### src/hdl/iodrob_pkg.sv
`default_nettype none

package iodrob_pkg;

    localparam logic OP_ALLOC    = 1'b0;
    localparam logic OP_COMPLETE = 1'b1;

    localparam logic [1:0] ST_ALLOC   = 2'd0;
    localparam logic [1:0] ST_DELIVER = 2'd1;
    localparam logic [1:0] ST_FULL    = 2'd2;
    localparam logic [1:0] ST_BAD_ID  = 2'd3;

    typedef struct packed {
        logic        op;
        logic [31:0] seq_id;
        logic        deliver;
        logic [15:0] receiver_handle;
        logic [31:0] payload_handle;
    } in_item_t;

    typedef struct packed {
        logic [1:0]  status;
        logic [31:0] out_id;
        logic [15:0] out_receiver;
        logic [31:0] out_payload;
        logic        last;
    } out_item_t;

endpackage

`default_nettype wire

### src/hdl/in_order_delivery_reorder_buffer_unit.sv
// in-order delivery reorder buffer
// input channel s_valid/s_ready/s_item carries allocate and complete items;
// result channel m_valid/m_ready/m_item carries allocations, deliveries and errors.
// an allocate returns the next 32-bit sequence number, or a window-full status
// when WINDOW numbers are outstanding. a complete of the oldest outstanding
// number retires it and every following number whose completion is stored;
// each retiring item with deliver set gives one delivery, the final one of
// the item marked last. other in-window completions are stored, no result.
// an accepted item is registered and evaluated in S_CALC, which allocates,
// refuses, reports an error or stores it; any result goes to the output
// register. a drain walks the slot memory, for each stored completion a slot
// check, then a registered memory read, and then closes.
// s_ready is high only while the sequencer waits for an item.
// a full output register stalls the sequencer until m_ready takes the item.
// reset (aresetn low, synchronous) empties the window, numbering starts at 0.
`default_nettype none

module in_order_delivery_reorder_buffer_unit #(
    parameter int WINDOW        = 16,
    parameter int RECEIVER_BITS = 16,
    parameter int PAYLOAD_BITS  = 32
) (
    input  wire logic                  aclk,
    input  wire logic                  aresetn,
    input  wire logic                  s_valid,
    output logic                       s_ready,
    input  wire iodrob_pkg::in_item_t  s_item,
    output logic                       m_valid,
    input  wire logic                  m_ready,
    output iodrob_pkg::out_item_t      m_item
);

    import iodrob_pkg::*;

    localparam int SW  = $clog2(WINDOW);
    localparam int RKB = (RECEIVER_BITS < 16) ? RECEIVER_BITS : 16;
    localparam int PKB = (PAYLOAD_BITS < 32) ? PAYLOAD_BITS : 32;
    localparam int EW  = 1 + RKB + PKB;
    localparam logic [SW:0]   WIN_S   = (SW + 1)'(WINDOW);
    localparam logic [SW-1:0] LAST_SL = SW'(WINDOW - 1);
    localparam logic [31:0]   WIN_32  = 32'(WINDOW);

    typedef enum logic [1:0] {
        S_IDLE,
        S_CALC,
        S_WALK,
        S_FETCH
    } state_t;

    state_t          state_reg, state_next;
    in_item_t        in_reg, in_next;
    logic [31:0]     next_issue_reg, next_issue_next;
    logic [31:0]     oldest_reg, oldest_next;
    logic [SW-1:0]   oldest_slot_reg, oldest_slot_next;
    logic [WINDOW-1:0] slot_done_reg, slot_done_next;
    logic [31:0]     cur_reg, cur_next;
    logic [SW-1:0]   cur_slot_reg, cur_slot_next;
    logic            pend_valid_reg, pend_valid_next;
    logic [31:0]     pend_id_reg, pend_id_next;
    logic [RKB-1:0]  pend_rcv_reg, pend_rcv_next;
    logic [PKB-1:0]  pend_pay_reg, pend_pay_next;
    logic            m_valid_reg, m_valid_next;
    out_item_t       m_item_reg, m_item_next;

    logic            ram_we;
    logic            ram_re;
    logic [EW-1:0]   ram_wdata;
    logic [EW-1:0]   ram_rdata;

    logic [31:0]     outstanding;
    logic [31:0]     offset;
    logic            outside;
    logic            wrapped;
    logic [SW:0]     slot_sum;
    logic [SW-1:0]   seq_slot;
    logic [RKB-1:0]  rcv_keep;
    logic [PKB-1:0]  pay_keep;
    logic            out_free;
    logic            rd_deliver;
    logic [RKB-1:0]  rd_rcv;
    logic [PKB-1:0]  rd_pay;

    function automatic logic [SW-1:0] adv_slot(input logic [SW-1:0] slot,
                                               input logic [31:0] id);
        logic [SW-1:0] res;
        if (id == 32'hFFFF_FFFF || slot == LAST_SL) begin
            res = '0;
        end else begin
            res = slot + SW'(1);
        end
        return res;
    endfunction

    function automatic out_item_t make_result(input logic [1:0] status,
                                              input logic [31:0] id,
                                              input logic [RKB-1:0] rcv,
                                              input logic [PKB-1:0] pay,
                                              input logic last);
        out_item_t r;
        r.status       = status;
        r.out_id       = id;
        r.out_receiver = 16'(rcv);
        r.out_payload  = 32'(pay);
        r.last         = last;
        return r;
    endfunction

    assign outstanding = next_issue_reg - oldest_reg;
    assign offset      = in_reg.seq_id - oldest_reg;
    assign wrapped     = in_reg.seq_id < oldest_reg;
    assign slot_sum    = {1'b0, oldest_slot_reg} + {1'b0, offset[SW-1:0]};
    assign seq_slot    = wrapped ? in_reg.seq_id[SW-1:0] :
                         (slot_sum >= WIN_S) ? SW'(slot_sum - WIN_S) : slot_sum[SW-1:0];
    assign outside     = (offset >= outstanding) || slot_done_reg[seq_slot];
    assign rcv_keep    = in_reg.receiver_handle[RKB-1:0];
    assign pay_keep    = in_reg.payload_handle[PKB-1:0];
    assign out_free    = !m_valid_reg || m_ready;
    assign ram_wdata   = {in_reg.deliver, rcv_keep, pay_keep};
    assign rd_deliver  = ram_rdata[EW-1];
    assign rd_rcv      = ram_rdata[PKB +: RKB];
    assign rd_pay      = ram_rdata[PKB-1:0];

    assign s_ready = (state_reg == S_IDLE);
    assign m_valid = m_valid_reg;
    assign m_item  = m_item_reg;

    iodrob_ram #(
        .WIDTH (EW),
        .DEPTH (WINDOW)
    ) u_slot_ram (
        .clk   (aclk),
        .we    (ram_we),
        .waddr (seq_slot),
        .wdata (ram_wdata),
        .re    (ram_re),
        .raddr (cur_slot_reg),
        .rdata (ram_rdata)
    );

    always_comb begin
        state_next       = state_reg;
        in_next          = in_reg;
        next_issue_next  = next_issue_reg;
        oldest_next      = oldest_reg;
        oldest_slot_next = oldest_slot_reg;
        slot_done_next   = slot_done_reg;
        cur_next         = cur_reg;
        cur_slot_next    = cur_slot_reg;
        pend_valid_next  = pend_valid_reg;
        pend_id_next     = pend_id_reg;
        pend_rcv_next    = pend_rcv_reg;
        pend_pay_next    = pend_pay_reg;
        m_valid_next     = m_valid_reg && !m_ready;
        m_item_next      = m_item_reg;
        ram_we           = 1'b0;
        ram_re           = 1'b0;
        case (state_reg)
            S_IDLE: begin
                if (s_valid) begin
                    in_next    = s_item;
                    state_next = S_CALC;
                end
            end
            S_CALC: begin
                if (in_reg.op == OP_ALLOC) begin
                    if (out_free) begin
                        m_valid_next = 1'b1;
                        if (outstanding >= WIN_32) begin
                            m_item_next = make_result(ST_FULL, '0, '0, '0, 1'b1);
                        end else begin
                            m_item_next = make_result(ST_ALLOC, next_issue_reg, '0, '0, 1'b1);
                            next_issue_next = next_issue_reg + 32'd1;
                        end
                        state_next = S_IDLE;
                    end
                end else if (outside) begin
                    if (out_free) begin
                        m_valid_next = 1'b1;
                        m_item_next  = make_result(ST_BAD_ID, in_reg.seq_id, '0, '0, 1'b1);
                        state_next   = S_IDLE;
                    end
                end else if (offset != '0) begin
                    ram_we                   = 1'b1;
                    slot_done_next[seq_slot] = 1'b1;
                    state_next               = S_IDLE;
                end else begin
                    pend_valid_next = in_reg.deliver;
                    pend_id_next    = in_reg.seq_id;
                    pend_rcv_next   = rcv_keep;
                    pend_pay_next   = pay_keep;
                    cur_next        = in_reg.seq_id + 32'd1;
                    cur_slot_next   = adv_slot(seq_slot, in_reg.seq_id);
                    state_next      = S_WALK;
                end
            end
            S_WALK: begin
                if (cur_reg != next_issue_reg && slot_done_reg[cur_slot_reg]) begin
                    ram_re     = 1'b1;
                    state_next = S_FETCH;
                end else if (!pend_valid_reg || out_free) begin
                    if (pend_valid_reg) begin
                        m_valid_next = 1'b1;
                        m_item_next  = make_result(ST_DELIVER, pend_id_reg, pend_rcv_reg,
                                                   pend_pay_reg, 1'b1);
                    end
                    pend_valid_next  = 1'b0;
                    oldest_next      = cur_reg;
                    oldest_slot_next = cur_slot_reg;
                    state_next       = S_IDLE;
                end
            end
            S_FETCH: begin
                if (!rd_deliver || !pend_valid_reg || out_free) begin
                    if (rd_deliver) begin
                        if (pend_valid_reg) begin
                            m_valid_next = 1'b1;
                            m_item_next  = make_result(ST_DELIVER, pend_id_reg, pend_rcv_reg,
                                                       pend_pay_reg, 1'b0);
                        end
                        pend_valid_next = 1'b1;
                        pend_id_next    = cur_reg;
                        pend_rcv_next   = rd_rcv;
                        pend_pay_next   = rd_pay;
                    end
                    slot_done_next[cur_slot_reg] = 1'b0;
                    cur_next      = cur_reg + 32'd1;
                    cur_slot_next = adv_slot(cur_slot_reg, cur_reg);
                    state_next    = S_WALK;
                end
            end
            default: begin
                state_next = S_IDLE;
            end
        endcase
    end

    always_ff @(posedge aclk) begin
        if (!aresetn) begin
            state_reg       <= S_IDLE;
            next_issue_reg  <= '0;
            oldest_reg      <= '0;
            oldest_slot_reg <= '0;
            slot_done_reg   <= '0;
            cur_reg         <= '0;
            cur_slot_reg    <= '0;
            pend_valid_reg  <= 1'b0;
            m_valid_reg     <= 1'b0;
        end else begin
            state_reg       <= state_next;
            next_issue_reg  <= next_issue_next;
            oldest_reg      <= oldest_next;
            oldest_slot_reg <= oldest_slot_next;
            slot_done_reg   <= slot_done_next;
            cur_reg         <= cur_next;
            cur_slot_reg    <= cur_slot_next;
            pend_valid_reg  <= pend_valid_next;
            m_valid_reg     <= m_valid_next;
        end
        in_reg       <= in_next;
        pend_id_reg  <= pend_id_next;
        pend_rcv_reg <= pend_rcv_next;
        pend_pay_reg <= pend_pay_next;
        m_item_reg   <= m_item_next;
    end

    a_window_bound: assert property (@(posedge aclk) disable iff (!aresetn)
        outstanding <= WIN_32)
        else $error("outstanding count beyond window");

    a_oldest_not_stored: assert property (@(posedge aclk) disable iff (!aresetn)
        state_reg == S_IDLE |-> !slot_done_reg[oldest_slot_reg])
        else $error("oldest slot holds a stored completion while idle");

    a_done_count: assert property (@(posedge aclk) disable iff (!aresetn)
        state_reg == S_IDLE |->
            ($countones(slot_done_reg) == 0 || 32'($countones(slot_done_reg)) < outstanding))
        else $error("stored completions exceed outstanding numbers");

    a_single_last: assert property (@(posedge aclk) disable iff (!aresetn)
        m_valid_reg && m_item_reg.status != ST_DELIVER |-> m_item_reg.last)
        else $error("non-delivery result without last");

    a_drain_holds_oldest: assert property (@(posedge aclk) disable iff (!aresetn)
        state_reg == S_FETCH |=> $stable(oldest_reg))
        else $error("oldest number moved during drain");

endmodule

`default_nettype wire

### src/hdl/iodrob_ram.sv
`default_nettype none

module iodrob_ram #(
    parameter int WIDTH = 49,
    parameter int DEPTH = 16
) (
    input  wire logic                     clk,
    input  wire logic                     we,
    input  wire logic [$clog2(DEPTH)-1:0] waddr,
    input  wire logic [WIDTH-1:0]         wdata,
    input  wire logic                     re,
    input  wire logic [$clog2(DEPTH)-1:0] raddr,
    output logic      [WIDTH-1:0]         rdata
);

    logic [WIDTH-1:0] mem [DEPTH];

    always_ff @(posedge clk) begin
        if (we) begin
            mem[waddr] <= wdata;
        end
        if (re) begin
            rdata <= mem[raddr];
        end
    end

endmodule

`default_nettype wire
### config.mk
export PLATFORM = sky130hd
export DESIGN_NAME = in_order_delivery_reorder_buffer_unit
export DESIGN_NICKNAME = d
export VERILOG_FILES = /design/src/hdl/iodrob_pkg.sv /design/src/hdl/in_order_delivery_reorder_buffer_unit.sv /design/src/hdl/iodrob_ram.sv
export SDC_FILE = /design/constraint.sdc
export NUM_CORES = 2
export LEC_CHECK = 0
export ABC_AREA = 1
export BUFFER_PORTS_ARGS = -buffer_cell sky130_fd_sc_hd__buf_2
export CAP_MARGIN = 10
export CORE_AREA = 4 4 337 339
export CTS_CLUSTER_DIAMETER = 100
export CTS_CLUSTER_SIZE = 25
export DETAILED_ROUTE_END_ITERATION = 7
export DIE_AREA = 0 0 341 343
export PLACE_DENSITY_LB_ADDON = 0.05
export SETUP_SLACK_MARGIN = 0.02
export SYNTH_ARGS = -nofsm -noshare
export SYNTH_HDL_FRONTEND = slang
export SYNTH_SLANG_ARGS = --single-unit
### constraint.sdc
create_clock -name aclk -period 23.8 [get_ports aclk]
set_input_delay 1.19 -clock aclk [delete_from_list [all_inputs] [get_ports aclk]]
set_output_delay 1.19 -clock aclk [all_outputs]
set_load 0.1 [all_outputs]
# == Yosys cells after proc, flatten, opt, wreduce, memory -nomap -nowiden ==
# Memory sizes are Yosys's and may differ from the RTL's. A register that Yosys moved wholly into a read port is not among the register bits.
# Cells that the tools add are included.
# totals
out_inout_bits,85
reg_bits,369
mem_bits_rw,784
mem_bits_ro,0
latchBits,0
memories,1
inputBits,86
# classes
bitwise_logic,6
n_reduce_logical,28
addsub,9
magnitude_cmp,8
n_eq_ne,23
div_mod_pow,0
n_shift,0
n_mux,91
mul,0
# mem_list
memory,words,word_bits,read_ports,rd_clocked_by_memory_dff,write_ports,line_no,text
u_slot_ram.mem,16,49,1,1,1,iodrob_ram.sv:16,logic [WIDTH-1:0] mem [DEPTH];
# ops
op,n
2-to-1 mux 83 bit,11
2-to-1 mux 32 bit,14
one-hot mux 83 bit (3 select lines),1
one-hot mux 32 bit (2 select lines),3
2-to-1 mux 16 bit,9
"adder 32 x 1 -> 32 bit, second input constant",3
"equality test 32 bit, second input constant",2
one-hot mux 16 bit (2 select lines),2
subtractor 32 bit,2
greater-or-equal comparator 32 bit,1
"greater-or-equal comparator 32 x 5 -> 1 bit, second input constant",1
less-than comparator 32 bit,1
2-to-1 mux 4 bit,8
inequality test 32 bit,1
nonzero test 32 bit,1
2-to-1 mux 1 bit,27
"inequality test 2 bit, second input constant",10
bitwise AND 16 bit,1
2-to-1 mux 2 bit,8
NOT 16 bit,1
bitwise OR 16 bit,1
"inequality test 3 bit, second input constant",4
"less-than comparator 4 x 5 -> 1 bit, second input constant",2
AND reduction 10 bit,1
other kinds (27),50

# == Depth between registers and ports, before layout ==
# logic_depth
word_depth,14
depth_mapped,33

# == Hierarchy ==
# From an unflattened synthesis, not the netlist that was laid out.
# unflattened
hier_cells,6278
area_unflattened_um2,58043.2
# modules_own_cells
module,area_each_um2,cells_each,instances
iodrob_ram,35191.3,3231,1
in_order_delivery_reorder_buffer_unit,22851.9,3047,1

# == Worst setup path after synthesis ==
# OpenSTA, ideal clock, no wires.
# synth_timing
kind,reg2reg
from,register next_issue_reg[0]
to,register m_item_reg (netlist bit m_item[0]) (enable)
setup_slack_ns,15.852
stages_incl_launch_ff,25
arrival_ns,7.396
path_buffers,0
cell_sequence,dfxtp_1 -> clkinv_1 -> ha_1 -> inv_1 -> fa_1 -> nand3_1 -> nand3_1 -> a21oi_1 -> o21ai_1 -> a21boi_0 -> xor2_1 -> inv_1 -> ha_1 -> nand2_1 -> nor2_1 -> a211oi_1 -> o221a_2 -> nand2_1 -> nand2_1 -> nand2_1 -> nor2_2 -> nand2_1 -> nand3_1 -> nand3_1 -> a21oi_1
# synth_between
elab_chain_cells,5
word_cells_on_any_way,9
classes_between,add/sub (1); order compare (1); eq/ne (4); reduce/logical (3)
# synth_rtl
element,line_no,text
start: declaration,in_order_delivery_reorder_buffer_unit.sv:52,"logic [31:0] next_issue_reg, next_issue_next;"
start signal: assignment,in_order_delivery_reorder_buffer_unit.sv:250,next_issue_reg <= next_issue_next;
subtractor 32 bit,in_order_delivery_reorder_buffer_unit.sv:108,assign outstanding = next_issue_reg - oldest_reg;
greater-or-equal comparator 32 bit,in_order_delivery_reorder_buffer_unit.sv:114,assign outside = (offset >= outstanding) || slot_done_reg[seq_slot];
logical OR 1 bit,in_order_delivery_reorder_buffer_unit.sv:114,
inequality test 3 bit (no line),n/a,
AND reduction 10 bit (no line) (*),n/a,
end signal: assignment,in_order_delivery_reorder_buffer_unit.sv:263,m_item_reg <= m_item_next;
end: declaration,in_order_delivery_reorder_buffer_unit.sv:63,"out_item_t m_item_reg, m_item_next;"
# Every way passes the cells marked *; elsewhere a longest branch is shown, timed or not.
# A chain may end at the register's enable or synchronous reset.

# == Worst setup path after layout ==
# layout_timing
from,register next_issue_reg[0]
to,memory u_slot_ram.mem[12][12] (enable)
# layout_between
elab_chain_cells,8
# layout_rtl
element,line_no,text
subtractor 32 bit,in_order_delivery_reorder_buffer_unit.sv:108,
greater-or-equal comparator 32 bit,in_order_delivery_reorder_buffer_unit.sv:114,
logical OR 1 bit,in_order_delivery_reorder_buffer_unit.sv:114,
2-to-1 mux 1 bit,in_order_delivery_reorder_buffer_unit.sv:176,end else if (outside) begin
2-to-1 mux 1 bit,in_order_delivery_reorder_buffer_unit.sv:165,if (in_reg.op == OP_ALLOC) begin
2-to-1 mux 1 bit,in_order_delivery_reorder_buffer_unit.sv:157,case (state_reg)
2-to-1 mux 1 bit,iodrob_ram.sv:19,if (we) begin
2-to-1 mux 1 bit (not written as such),iodrob_ram.sv:20,mem[waddr] <= wdata;
end: declaration,iodrob_ram.sv:16,
# No other way between the ends.

==> flow_summary.ini <==
[run_status]
status = finished clean

[timing]
fin_crit_ps = 7020
tightest_slew_ps = 1240
rsz0062_at_grt = false
hold_slack_ps = 464
relSlewSlack_pct = 17.0
totalNegativeSetupSlack_ps = 0
min_period_over_period_pct = 29.5
hold_viol_final = 0
setup_viol = 0
fin_skew_ps = 40.9
slew_violations = 0
max_freq_mhz = 142

[routing]
vias = 39255
drtIter0Drc = 3698
drc_errors = 0
wire_per_inst_um = 23.5
vias_per_cell = 5.67
totalWireLength_um = 162000
drtPass1Iterations = 8
drtAntennaViolNets = 0

[layout]
fillers = 9946
syn2layout_area_growth_pct = 7.22
drive_above_1_share_pct = 7.66
diodes = 0
nNetsFinal = 5594
largest_reg_flops = 784
final_cell_area_um2 = 58800

[global_route]
grt_pass1_vias = 37545
grt_usage_pct = 27.3
grt-ovfl-total = 0
grt_max_degree = 134
grt_first_pass_wirelength_um = 241000
grt_antenna_before_repair = 0

[synthesis]
synth_fp_nets = 5569
ys_warn_count = 0
ys_async_sr_fraction_pct = 0
ys_top_cells_by_area = edfxtp_1, nand2_1, o21ai_0
ys_seq_elements = 1202
synthFlopType = edfxtp_1
synthCells = 5373
synth_largest_area_cell = edfxtp_1
synth.yosys.seq_area_share_pct = 63.6
ys_types = 56
synth.cell_area_um2 = 54800
yosysTopAreaCellShare_pct = 59.1
synth_edf_count = 1078
synth.avg_cell_area_um2 = 10.2

[power]
peakVddDrop_mv = 0.0603
p_per_area_nw_per_um2 = 66.1
p_leak_nw = 22.0
power_w = 0.00388

[floorplan]
die_h_um = 343
initial_utilization_pct = 49.6
rows = 122
fp.dieW_um = 341
ioPinCount = 171
core_um2 = 110000
die_area_um2 = 117000

[cts]
numCtsBuffers = 55
post_cts_resized = 0
cts.clk_slew.worst_paths_ps = 110
numClockSinks = 1202
hold_buffers = 0
cts_root_buf = clkbuf_16
post-cts-setup-buffers = 0
tritoncts = done
clk_latency_ps = 700
h-tree-depth = 2
clock_path_buffers = 3

[placement]
gp_congestion = 0.982
dp.final_hpwl_um = 103000
postPlaceCellArea_um2 = 57100
portBuffers = 170

[setup_path]
crit_required_ps = 24110
startpoint_type = register
cp-end-kind = register
arrival_ps = 7340
critical_path_class = reg -> reg
path_max_fanout = 27

[hold_path]
timing.hold.worst.class = reg -> reg

[run]
drv_cap = 0
## where the power goes
group	total (W)	switching, W	internal (W)
Clock	0.00113	0.000655	0.000477
Sequential	0.00240	0.0000489	0.00235
Combinational	0.000352	0.000276	0.0000766
## metrics by stage
step / utilization [%] / setup WS [ps] / cells
after floorplan: - / 15850 / 5373
after global placement: 51.7 / 16940 / 6829
after detailed placement: 51.7 / 16880 / 6829
after CTS: 53.2 / 16810 / 6921
after global routing: 53.2 / 16370 / 6921
final: 53.2 / 16780 / 6921
## cells by family (layout without fill, tap and decap cells)
logic type,after synthesis,count (layout),synth area share [%]
xor gates and xnor gates,108,108,1.73
AOI/OAI and AO/OA,1004,1004,9.92
adders and majority gates,110,110,2.55
and+or+nand+nor,2220,2220,17.0
DFF,1202,1202,63.6
buffers and inverters,729,789,5.15
## cell usage in the layout (no fill, tap or decap), types with 4 or more instances in the layout
cell type | netlist | routed
clkbuf_1 | 213 | 26
dfxtp_1 | 124 | 121
buf_2 | 21 | 170
a21oi_1 | 150 | 149
nor2_1 | 674 | 651
nor2_4 | 0 | 21
o21a_1 | 4 | 4
nor3_1 | 39 | 39
or2_2 | 25 | 25
nor2_2 | 8 | 10
xor2_1 | 79 | 79
a21o_1 | 7 | 7
nand3_2 | 3 | 4
nand2_1 | 1100 | 1100
nand2_2 | 16 | 15
nand3b_1 | 17 | 17
clkbuf_16 | 0 | 58
nand4_1 | 161 | 161
nor4_1 | 18 | 18
ha_1 | 107 | 107
inv_2 | 19 | 19
nand3_1 | 142 | 141
o21ai_1 | 9 | 9
a31oi_1 | 8 | 8
xnor2_1 | 29 | 29
o21bai_1 | 9 | 9
o21ai_0 | 590 | 590
o22ai_1 | 201 | 201
edfxtp_1 | 1078 | 1078
buf_4 | 4 | 57
inv_1 | 449 | 445
nand2_4 | 4 | 5
o2111ai_1 | 7 | 7
## critical path: stages (launching register included)
cell,delay (ps)
dfxtp_1,360
clkinv_1,200
ha_1,180
inv_1,80
fa_1,410
nand3_1,100
nand3_1,140
a21oi_1,360
o21ai_1,210
a21boi_0,270
xor2_1,230
inv_1,70
ha_1,290
nand2_1,80
nor2_1,50
a211oi_1,180
o221a_2,220
nand2_1,50
nand2_1,170
nand2_1,90
nor2_2,130
nand3_2,90
inv_1,160
nand3_2,740
nor2_4,1080
buf_4,620
## synthesized netlist by cell type, types with 3 or more instances
library cell  instances
a211oi_1              3
a21o_1                7
a21oi_1             150
a31oi_1               8
buf_1                15
buf_2                21
buf_4                 4
buf_6                 6
clkbuf_1            213
dfxtp_1             124
edfxtp_1           1078
fa_1                  3
ha_1                107
inv_1               449
inv_2                19
nand2_1            1100
nand2_2              16
nand2_4               4
nand3_1             142
nand3_2               3
nand3b_1             17
nand4_1             161
nor2_1              674
nor2_2                8
nor3_1               39
nor4_1               18
nor4_2                3
o2111ai_1             7
o21a_1                4
o21ai_0             590
o21ai_1               9
o21bai_1              9
o22ai_1             201
or2_2                25
xnor2_1              29
xor2_1               79
## final timing paths
check                      from                     end  slack (ps)  cells past startpoint
max           next_issue_reg[0]  u_slot_ram.mem[12][12]       16780                     25
min          oldest_slot_reg[0]      oldest_slot_reg[0]         460                      2
max reg2reg   next_issue_reg[0]  u_slot_ram.mem[12][12]       16780                     25
min reg2reg  oldest_slot_reg[0]      oldest_slot_reg[0]         460                      2
## final cells by class
type                       count  area (µm²)  share of cell area, %
clock buffer                  84        1550                   2.64
clock inverter                 8         109                  0.185
inverter                     470        1780                   3.03
multi-input combinational   3442       17300                   29.5
sequential                  1202       34900                   59.3
tap                         1488        1860                   3.17
timing repair buffer         227        1280                   2.18
## layer usage
layer	wire length (µm)	track usage, %	share of wire, %
met1	67400	36.1	41
met2	78500	46.1	48
met3	8290	2.56	5.1
met4	8240	12.1	5.1
met5	0	0	0
(Power assumes the default switching activity.)
